`config.mk`:
```
export PLATFORM = sky130hd
export DESIGN_NAME = psoc_div
export DESIGN_NICKNAME = d
export VERILOG_FILES = /design/src/psoc_pkg.sv /design/src/psoc_div.sv
export SDC_FILE = /design/constraint.sdc
export NUM_CORES = 1
export LEC_CHECK = 0
export BUFFER_PORTS_ARGS = -buffer_cell sky130_fd_sc_hd__buf_2
export CORE_AREA = 4 4 135 98
export DETAILED_ROUTE_END_ITERATION = 7
export DIE_AREA = 0 0 139 102
export GPL_TIMING_DRIVEN = 0
export PLACE_DENSITY = 0.9
export SYNTH_ARGS = -nofsm -noshare
export SYNTH_HDL_FRONTEND = slang
export SYNTH_SLANG_ARGS = --single-unit
```
`constraint.sdc`:
```
create_clock -name aclk -period 16.3 [get_ports aclk]
set_input_delay 1.63 -clock aclk [delete_from_list [all_inputs] [get_ports aclk]]
set_output_delay 1.63 -clock aclk [all_outputs]
set_load 0.005 [all_outputs]
```
`src/psoc_pkg.sv`:
```
// Shared types and constants for the packet sequence offset checker.
package psoc_pkg;

    localparam int SEQ_W       = 64;
    localparam int DIV_ITER    = SEQ_W / 2;
    localparam int DIV_CNT_W   = $clog2(DIV_ITER);
    localparam int START_LIMIT = 10;

    localparam int APB_ADDR_W  = 3;
    localparam int APB_DATA_W  = 32;

    localparam logic [0:0] REG_DIST_INDEX = 1'b0;
    localparam logic [0:0] REG_DIST_COUNT = 1'b1;

    localparam logic [1:0] STATUS_NORMAL = 2'd0;
    localparam logic [1:0] STATUS_GAP    = 2'd1;
    localparam logic [1:0] STATUS_START  = 2'd2;

    typedef struct packed {
        logic [1:0] index;
        logic [2:0] count;
    } cfg_t;

    typedef enum logic [4:0] {
        ST_IDLE = 5'b00001,
        ST_SUM  = 5'b00010,
        ST_DIV  = 5'b00100,
        ST_ADJ  = 5'b01000,
        ST_FIN  = 5'b10000
    } state_t;

endpackage

```
`src/psoc_div.sv`:
```
// Shared radix-4 restoring divider: 64-bit dividend, narrow divisor.
module psoc_div #(
    parameter int DIV_W = 21
) (
    input  logic                        aclk,
    input  logic                        aresetn,
    input  logic                        start,
    input  logic [psoc_pkg::SEQ_W-1:0]  dividend,
    input  logic [DIV_W-1:0]            divisor,
    output logic                        busy,
    output logic                        done,
    output logic [psoc_pkg::SEQ_W-1:0]  quotient,
    output logic [DIV_W-1:0]            remainder
);

    logic [psoc_pkg::SEQ_W-1:0]     acc_reg, acc_next;
    logic [DIV_W-1:0]               rem_reg, rem_next;
    logic [DIV_W-1:0]               dvs_reg, dvs_next;
    logic [psoc_pkg::DIV_CNT_W-1:0] cnt_reg, cnt_next;
    logic                           busy_reg, busy_next;
    logic                           done_reg, done_next;

    logic [DIV_W:0] r1, r1s, r2, r2s;
    logic           q1, q2;

    // two quotient bits per cycle
    always_comb begin
        r1  = {rem_reg, acc_reg[psoc_pkg::SEQ_W-1]};
        q1  = r1 >= {1'b0, dvs_reg};
        r1s = q1 ? r1 - {1'b0, dvs_reg} : r1;
        r2  = {r1s[DIV_W-1:0], acc_reg[psoc_pkg::SEQ_W-2]};
        q2  = r2 >= {1'b0, dvs_reg};
        r2s = q2 ? r2 - {1'b0, dvs_reg} : r2;
    end

    always_comb begin
        acc_next  = acc_reg;
        rem_next  = rem_reg;
        dvs_next  = dvs_reg;
        cnt_next  = cnt_reg;
        busy_next = busy_reg;
        done_next = 1'b0;
        if (start) begin
            acc_next  = dividend;
            rem_next  = '0;
            dvs_next  = divisor;
            cnt_next  = '0;
            busy_next = 1'b1;
        end else if (busy_reg) begin
            acc_next = {acc_reg[psoc_pkg::SEQ_W-3:0], q1, q2};
            rem_next = r2s[DIV_W-1:0];
            cnt_next = cnt_reg + 1'b1;
            if (cnt_reg == psoc_pkg::DIV_CNT_W'(psoc_pkg::DIV_ITER - 1)) begin
                busy_next = 1'b0;
                done_next = 1'b1;
            end
        end
    end

    always_ff @(posedge aclk) begin
        if (!aresetn) begin
            busy_reg <= 1'b0;
            done_reg <= 1'b0;
            cnt_reg  <= '0;
        end else begin
            busy_reg <= busy_next;
            done_reg <= done_next;
            cnt_reg  <= cnt_next;
        end
    end

    always_ff @(posedge aclk) begin
        acc_reg <= acc_next;
        rem_reg <= rem_next;
        dvs_reg <= dvs_next;
    end

    assign busy      = busy_reg;
    assign done      = done_reg;
    assign quotient  = acc_reg;
    assign remainder = rem_reg;

endmodule
```
==> metrics <==
post-synth cell types 63; GRT Util Overall 26.2%; CP max FO 10; Final GP Congestion 0.981; vias in the first global route 5506; number of H-tree levels 4; status complete, no violations; number of fill cells 909; RSZ-0062 raised after global routing false; Synth Area in XOR/XNOR 4.48%; Final setup viols 0; first-pass GRT wire length 29000 um; Setup TNS 0 ns; initial drt markers 602; nets 959; Rel. slew slack 44.2%; leakage 3.70 nW; cell area power density 173 nW/um^2; clock root cell clkbuf_16; worst skew pair latency 0.41 ns; Slew Limit Fails 0; Worst-Margin Slew 0.837 ns; post-synthesis sequential area ratio 45.5%; GR Overflow Total 0; fin crit share 40.9%; reg2reg setup slack 9.63 ns; max reg flops 64; Syn Area/Cell 10.8 um^2; Layout Area Growth over Synthesis 24.7%; cts hold-fix bufs 0; Initial Util 56.6%; Post-Synthesis Cells 632; Die W 139 um; first-pass iteration count of the detailed router 8; Synth Net Count 766; crit path time final 6.67 ns; CTS Sinks 113; Fin. Hold Viols 0; Syn. warnings 0; Final Skew 0.0132 ns; Synth Area in Simple Gates 9.45%; WP data required 16.46 ns; Netlist Area Pre-Place 6840 um^2; remaining antenna violation count after routing 0; Worst-path clk slew 0.06 ns; hold_sp cnt_reg[3]; Post-synth top flop edfxtp_1; combinational family with the most area after synthesis compound AO/OA/AOI/OAI gates; area leader, netlist edfxtp_1; hpwl dp 14300 um; top cells by count, synth edfxtp_1 (85), mux2_2 (65), nor2_1 (51); Synth Area in Compound Gates 16.0%; final WL 19300 um; worst r2r src quotient[63]; worst r2r dst quotient[0]; post-synth top area share 37.3%; crit start category flop; # DRC 0; Hold EP cnt_reg[3]; post-synthesis mux area share 12.2%; Post-CTS Setup Inserts 0; Setup CP Type flop to flop; top-count cell post-synth edfxtp_1; Core ar. 12100 um^2; ys async rst share 0%; post-cts resize count 0; CTS tree yes; PortBufs 174; Place WS 9.83 ns; Top Ports 175; Num CTS Buffers 17; final setup margin 9.63 ns; Synth Register Bits 113; number of flops mapped to enable cells by yosys 85; clk buf depth 2; max frequency 150 MHz; full die area 14200 um^2; max-cap check violation count 0; n_diodes 0; row cnt 34; vias post-DR 5875; Synth Area in Adders 8.63%; DR WL/cell 19.3 um; initial antenna violation count 1; R2R cell count 22; WHS Path Cells 2; pin count of the biggest net entering global routing 65; CP arrival 6.83 ns; Hold WC Path Type flop to flop; vias per std cell 5.88; fraction of layout cells with a size suffix above 1 34.6%; Peak VDD IR 0.0000787 V; Setup crit end kind flop; Area contributors post-synth edfxtp_1 (37%), mux2_2 (11%), dfxtp_1 (8.2%); Die H 102 um
==> final cells by class <==
class / instances / area [um^2] / share of cell area (%)
buffer: 26 / 116 / 1.36
clock buffer: 18 / 429 / 5.03
clock inverter: 14 / 183 / 2.14
inverter: 38 / 143 / 1.67
multi-input combinational: 455 / 3480 / 40.8
sequential: 113 / 3110 / 36.5
tap: 162 / 203 / 2.37
timing repair buffer: 174 / 871 / 10.2
==> cells in the final DEF, fill, tap and decap left out, drive strengths merged, types with 3 or more instances in the layout <==
master   instances
buf            180
a21o             9
dfxtp           28
xor2            13
a21oi           34
mux2            65
edfxtp          85
o211ai           5
a221oi           3
inv             39
and3             5
a2111oi          4
a211oi          11
mux2i           10
o21a             7
bufinv           3
nand2b           4
clkinv           8
o31ai            3
ha              44
nor2            51
clkbuf          38
o21bai           8
xnor2           22
o21ai           38
nand4           10
a311oi           3
nor3             9
a31oi            8
a211o            3
nand2           41
nand3           10
nor2b            3
o31a             3
==> stage by stage <==
stage	util, %	instance area [um^2]	std cells	hold slack, ns	total power (W)
5_1_grt	70.7	8540	1000	0.548	0.00157
4_1_cts	70.7	8540	1000	0.516	0.00146
3_3_place_gp	65.5	7920	968	0.483	0.00105
3_5_place_dp	65.6	7920	968	0.505	0.00107
6_report	70.7	8540	1000	0.518	0.00148
2_1_floorplan	-	6840	632	0.467	0.000890
==> worst max-delay path by stage <==
stage	start	slack (ns)	to
2_1_floorplan	quotient[63]	10.87	quotient[0]
3_3_place_gp	quotient[63]	9.83	quotient[0]
3_5_place_dp	quotient[63]	9.83	quotient[0]
4_1_cts	quotient[63]	9.75	quotient[0]
5_1_grt	quotient[63]	9.34	quotient[0]
6_report	quotient[63]	9.63	quotient[0]
==> logic make-up after synthesis <==
kind of cell | after synthesis
AO/OA/AOI/OAI | 157
multiplexers | 75
adder cells (fa/ha/maj) | 46
flip-flops | 113
AND/OR/NAND/NOR | 142
XOR/XNOR | 35
buffers and inverters | 64
==> power breakdown <==
group	leakage, nW	switching [W]	internal, W	total [W]
combinational	2.33	0.000418	0.000291	0.000708
sequential	1.08	0.0000314	0.000355	0.000386
clock	0.293	0.000143	0.000243	0.000386
==> routing by layer <==
layer,global-route usage (%),routed length (um),share of wire (%),vias to the layer above
li1,-,-,-,2751
met1,37.3,8640,45,2796
met2,39.8,8700,45,294
met3,7.20,1710,8.9,32
met4,7.14,261,1.4,2
met5,0,9,0.047,-
==> critical path: stages (launching register included) <==
cell	delay, ns
edfxtp_1	0.42
inv_1	0.08
ha_1	0.16
inv_1	0.05
fa_1	0.41
a21o_1	0.19
a21oi_1	0.26
o21a_1	0.36
o31ai_1	0.18
a21oi_1	0.26
buf_2	0.29
clkbuf_1	0.48
o21ai_0	0.32
fa_1	0.50
a21o_1	0.21
a221oi_2	0.40
a221oi_2	0.19
a311oi_2	0.41
a31oi_1	0.18
a211oi_2	0.24
a21bo_2	0.30
buf_2	0.23
mux2_2	0.29
No activity file was read; power rests on OpenSTA's default activity.
